===== src/rtl/roulette_wheel_selector_unit_macros.svh =====
// Assertion helpers shared by the RTL.
// Both forms sample on the rising edge of clk and are off while arst_n is low.
`ifndef ROULETTE_WHEEL_SELECTOR_UNIT_MACROS_SVH
`define ROULETTE_WHEEL_SELECTOR_UNIT_MACROS_SVH

`ifndef NO_ASSERTIONS
// Same-cycle implication.
`define RWS_ASSERT_SAME(label, pre, post) \
	label: assert property (@(posedge clk) disable iff (!arst_n) (pre) |-> (post)) \
		else $error("rws assertion failed");
// Next-cycle implication.
`define RWS_ASSERT_NEXT(label, pre, post) \
	label: assert property (@(posedge clk) disable iff (!arst_n) (pre) |=> (post)) \
		else $error("rws assertion failed");
`else
`define RWS_ASSERT_SAME(label, pre, post)
`define RWS_ASSERT_NEXT(label, pre, post)
`endif

`endif


===== src/rtl/rws_pkg.sv =====
`timescale 1ns / 1ps
package rws_pkg;

	localparam int MAX_POPULATION = 256;
	localparam int FITNESS_BITS   = 16;
	localparam int RANDOM_BITS    = 16;

	localparam int IDX_BITS    = $clog2(MAX_POPULATION);
	localparam int CNT_BITS    = $clog2(MAX_POPULATION + 1);
	localparam int PREFIX_BITS = FITNESS_BITS + IDX_BITS;
	localparam int PROD_BITS   = PREFIX_BITS + RANDOM_BITS;
	// round tag stored per mark; tag 0 means never chosen
	localparam int EPOCH_BITS  = 8;

	localparam int IN_TDATA_BITS  = 32;
	localparam int OUT_TDATA_BITS = 16;
	localparam int CMD_BITS       = 2;
	localparam int ERR_BITS       = 3;

	localparam int CFG_ADDR_BITS = 3;
	localparam int CFG_DATA_BITS = 32;
	// register index, taken from paddr[2]
	localparam logic REG_PARENTS_WANTED = 1'b0;

	typedef enum logic [CMD_BITS-1:0] {
		CMD_LOAD      = 2'd0,
		CMD_DRAW      = 2'd1,
		CMD_NEW_ROUND = 2'd2,
		CMD_CLEAR     = 2'd3
	} cmd_t;

	typedef enum logic [ERR_BITS-1:0] {
		ERR_OK     = 3'd0,
		ERR_EMPTY  = 3'd1,
		ERR_WANTED = 3'd2,
		ERR_ZERO   = 3'd3,
		ERR_DONE   = 3'd4
	} err_t;

	typedef struct packed {
		logic                done;
		logic [IDX_BITS-1:0] idx;
	} srch_stat_t;

endpackage


===== src/rtl/rws_search.sv =====
`timescale 1ns / 1ps
module rws_search (
	input  logic                               clk,
	input  logic                               arst_n,
	input  logic                               start,
	input  logic [rws_pkg::IDX_BITS-1:0]       last_idx,
	input  logic [rws_pkg::PREFIX_BITS-1:0]    target,
	input  logic [rws_pkg::PREFIX_BITS-1:0]    rd_data,
	output logic [rws_pkg::IDX_BITS-1:0]       rd_addr,
	output rws_pkg::srch_stat_t                stat
);

	typedef enum logic [1:0] {
		SR_IDLE,
		SR_READ,
		SR_CMP
	} phase_t;

	phase_t                         phase_q;
	logic [rws_pkg::IDX_BITS-1:0]   lo_q;
	logic [rws_pkg::IDX_BITS-1:0]   hi_q;
	logic [rws_pkg::IDX_BITS-1:0]   mid_q;
	logic [rws_pkg::IDX_BITS-1:0]   mid;
	logic                           open;

	assign mid     = lo_q + ((hi_q - lo_q) >> 1);
	assign open    = lo_q < hi_q;
	assign rd_addr = mid;

	assign stat.done = (phase_q == SR_READ) && !open;
	assign stat.idx  = lo_q;

	always_ff @(posedge clk or negedge arst_n) begin
		if (!arst_n) begin
			phase_q <= SR_IDLE;
		end else begin
			case (phase_q)
				SR_IDLE: begin
					if (start) begin
						phase_q <= SR_READ;
					end
				end
				SR_READ: begin
					phase_q <= open ? SR_CMP : SR_IDLE;
				end
				SR_CMP: begin
					phase_q <= SR_READ;
				end
				default: begin
					phase_q <= SR_IDLE;
				end
			endcase
		end
	end

	// bounds narrow to the first entry whose prefix reaches the target
	always_ff @(posedge clk) begin
		case (phase_q)
			SR_IDLE: begin
				if (start) begin
					lo_q <= '0;
					hi_q <= last_idx;
				end
			end
			SR_READ: begin
				mid_q <= mid;
			end
			SR_CMP: begin
				if (rd_data >= target) begin
					hi_q <= mid_q;
				end else begin
					lo_q <= mid_q + rws_pkg::IDX_BITS'(1);
				end
			end
			default: begin
			end
		endcase
	end

endmodule


===== config.mk =====
export PLATFORM = sky130hd
export DESIGN_NAME = rws_search
export DESIGN_NICKNAME = d
export VERILOG_FILES = /design/src/rtl/roulette_wheel_selector_unit_macros.svh /design/src/rtl/rws_pkg.sv /design/src/rtl/rws_search.sv
export SDC_FILE = /design/constraint.sdc
export NUM_CORES = 1
export LEC_CHECK = 0
export CAP_MARGIN = 20
export CORE_MARGIN = 8
export CORE_UTILIZATION = 58
export CTS_CLUSTER_DIAMETER = 60
export DETAILED_ROUTE_END_ITERATION = 10
export DONT_BUFFER_PORTS = 1
export MAX_ROUTING_LAYER = met4
export PLACE_DENSITY = 0.7
export RECOVER_POWER = 100
export SLEW_MARGIN = 15
export SYNTH_ARGS = -nofsm -noshare
export SYNTH_HDL_FRONTEND = slang
export SYNTH_SLANG_ARGS = --single-unit

===== constraint.sdc =====
create_clock -name clk -period 4.25 [get_ports clk]
set_input_delay 0.85 -clock clk [delete_from_list [all_inputs] [get_ports clk]]
set_output_delay 0.85 -clock clk [all_outputs]
set_load 0.01 [all_outputs]

==> results.md <==
* Outcome: finished, final reports clean
* Sw Ratio at 48.8%
* Root buf cell: clkbuf_8
* Drt drc at 0
* Antenna Cells at 0
* Post-synthesis sequential area ratio at 34.6%
* Final Max Tran Viols at 0
* Pleak at 1.06 nW
* Initial antenna violation count at 0
* Number of synthesized flops with an enable pin at 24
* CP cell instances: inv_1 -> ha_1 -> nor2b_1 -> o21ai_0 -> nor2b_1 -> xnor2_1 -> ha_1 -> a211oi_1 -> nor2_1 -> o41ai_1 -> xnor2_1
* Iteration-0 DRC Markers at 68
* Detailed placement HPWL at 4.21 mm
* Gr usage total at 16.7%
* Tmin final at 4020 ps
* Relative slew margins at 30.2%
* Post-CTS Setup Inserts at 0
* Largest net degree at the start of global routing at 18
* Worst min path class: primary input to async pin
* Synthesized area at 2230 um2
* Synth unique cells at 37
* First-pass GRT wire length at 8.04 mm
* Max Cap Viol at 0
* Critical path peak fanout at 4
* Antenna Violating Nets Remaining at 0
* Post-DR vias/cell at 5.92
* Via count at 1646
* Reg power frac at 27.8%
* GP Congestion at 0.841
* Max Fclk at 249 MHz
* Syn_nets at 328
* Core ar. at 3690 um2
* Critical setup path kind: register to primary output
* Worst setup SP type: register
* Cts bufs inserted at 3
* Internal power at 0.00111 W
* Deepest clock path buffer count at 2
* Req. time, crit path at 3400 ps
* Final core occ at 63.1%
* CTS H-tree lvls at 1
* Port Buffers at 0
* Setup TNS at 0 ps
* Per-cell routed wire length at 18.1 um
* # resized after CTS at 0
* First-pass DRT Iterations at 4
* DIE HEIGHT at 78.0 um
* Yosys reg bits at 26
* WL final at 5.04 mm
* PD cells at 934 nW/um2
* Final Setup Violations at 0
* Top-area cell type share of the netlist area at 32.3%
* Gr ovfl total at 0
* Clk_lat worst skew at 270 ps
* Layout area overhead at 4.38%
* P_sw at 0.00106 W
* Hold_buf cts at 0
* Mean cell area of the mapped netlist at 9.82 um2
* Starting Density at 60.4%
* Cell class contributing the biggest share of worst-path delay: compound AO/OA/AOI/OAI gates
* Mapped Cells at 227
* Skew final at 5.51 ps
* WP buf/inv at 1
* Crit-path max cell delay at 490 ps
* Yosys top cell by area: edfxtp_1
* I/O pins at 76
* Setup repair after global routing missed its margin: false
* Top cells by area, synth: edfxtp_1 32%, ha_1 22%, inv_1 6.1%
* Final Hold Viols at 0
* Slew @ Worst Pin at 1040 ps
* Main flop type after synthesis: edfxtp_1
* Vias in the first global route at 1679
* Comb power frac at 65.7%
* Critical Path AT at 3170 ps
* Clock power share at 6.5%
* Die width at 78.0 um
* Clock tree from TritonCTS: done
* Core Rows at 22
* Critical-path top delay cell: edfxtp_1
* Final period utilization at 94.5%
* Final nets at 332
* Maximum VDD drop at 0.767 mV
* Fraction of layout cells with a size suffix above 1 at 5.22%
* Worst-path clk slew at 90 ps
* Total Power at 0.00217 W
* Async S/R FF share, synth at 7.69%
* Yosys warns at 0
* Crit end category: primary output
* Clock Sinks at 26
* Fillcell total at 304
* Die area at 6080 um2
## cell usage in the layout (no fill, tap or decap), types with 2 or more instances in the layout
master / netlist / layout
nand3_1: 8 / 8
nand2_1: 4 / 4
a211oi_1: 2 / 2
nor2_1: 23 / 23
clkbuf_8: 0 / 3
and3_1: 2 / 2
nor3_1: 3 / 3
xnor2_1: 11 / 11
clkbuf_1: 1 / 2
edfxtp_1: 24 / 24
o21ai_0: 9 / 11
mux2_2: 8 / 8
a21oi_1: 13 / 12
fa_1: 2 / 2
a2111oi_0: 1 / 2
nand2b_1: 2 / 2
nor2b_1: 4 / 4
a21o_1: 4 / 4
ha_1: 40 / 40
xor2_1: 6 / 6
nand4_1: 5 / 5
dfrtp_1: 2 / 2
inv_1: 36 / 36
and4_1: 2 / 2
## metrics by stage
| stage | area (um2) | std cells | setup WS (ps) | hold slack (ps) |
|---|---|---|---|---|
| final | 2330 | 278 | 235 | 264 |
| after global routing | 2330 | 278 | 5.87 | 247 |
| after CTS | 2330 | 278 | 213 | 262 |
| after global placement | 2290 | 274 | 614 | 458 |
| after detailed placement | 2290 | 274 | 523 | 482 |
| after floorplan | 2230 | 227 | 784 | 443 |
## final timing paths
check	from	to	slack (ps)	depth (start not counted)
max in group asynchronous	arst_n	phase_q[0]	3920	0
min in group clk	phase_q[0]	phase_q[0]	490	1
worst min register to register	phase_q[0]	phase_q[0]	490	1
worst max register to register	lo_q[1]	mid_q[7]	1100	11
worst min-delay path	arst_n	phase_q[1]	260	0
worst max-delay path	lo_q[1]	rd_addr[7]	230	11
## metal layers
| metal | vias up | track usage (%) | wire (um) |
|---|---|---|---|
| li1 | 812 | - | - |
| met1 | 782 | 18.6 | 2100 |
| met2 | 50 | 29.0 | 2590 |
| met3 | 2 | 5.18 | 335 |
| met4 | 0 | 2.78 | 12 |
| met5 | - | - | 0 |
## power groups by stage
stage	clock [W]	combinational, W	sequential (W)
floorplan	0	0.00113	0.000576
global placement	0	0.00137	0.000608
detailed placement	0	0.00141	0.000613
CTS	0.000146	0.00143	0.000607
global route	0.000156	0.00159	0.000621
finish	0.000142	0.00143	0.000604
## state kept, by name (all words and copies together), names as in the netlist
name	count
hi_q	8
lo_q	8
mid_q	8
phase_q	2
## cells in the mapped netlist (all sizes together), types with 2 or more instances
cell type   n
a2111oi     2
a211oi      2
a21o        4
a21oi      13
and3        2
and4        2
dfrtp       2
edfxtp     24
fa          2
ha         40
inv        36
mux2        8
nand2       4
nand2b      2
nand3       8
nand4       5
nor2       23
nor2b       4
nor3        3
o21ai      11
xnor2      11
xor2        6
## cells by family (layout without fill, tap and decap cells)
logic type	count (synthesis)	after routing	synth area share, %
multiplexers	8	8	4.04
adder cells (fa/ha/maj)	42	42	24.3
buffers and inverters	38	41	6.46
AND/OR/NAND/NOR	55	55	12.0
XOR/XNOR	17	17	6.68
flip-flops	26	26	34.6
AO/OA/AOI/OAI	41	41	12.0
## area by class of cell
type	instances	area [um2]	share of cell area, %
Clock buffer	4	45.0	1.94
Tap cell	48	60.1	2.58
Inverter	36	135	5.81
Multi-Input combinational cell	163	1310	56.4
Timing Repair Buffer	1	3.75	0.161
Sequential cell	26	771	33.1
(Power assumes the default switching activity.)
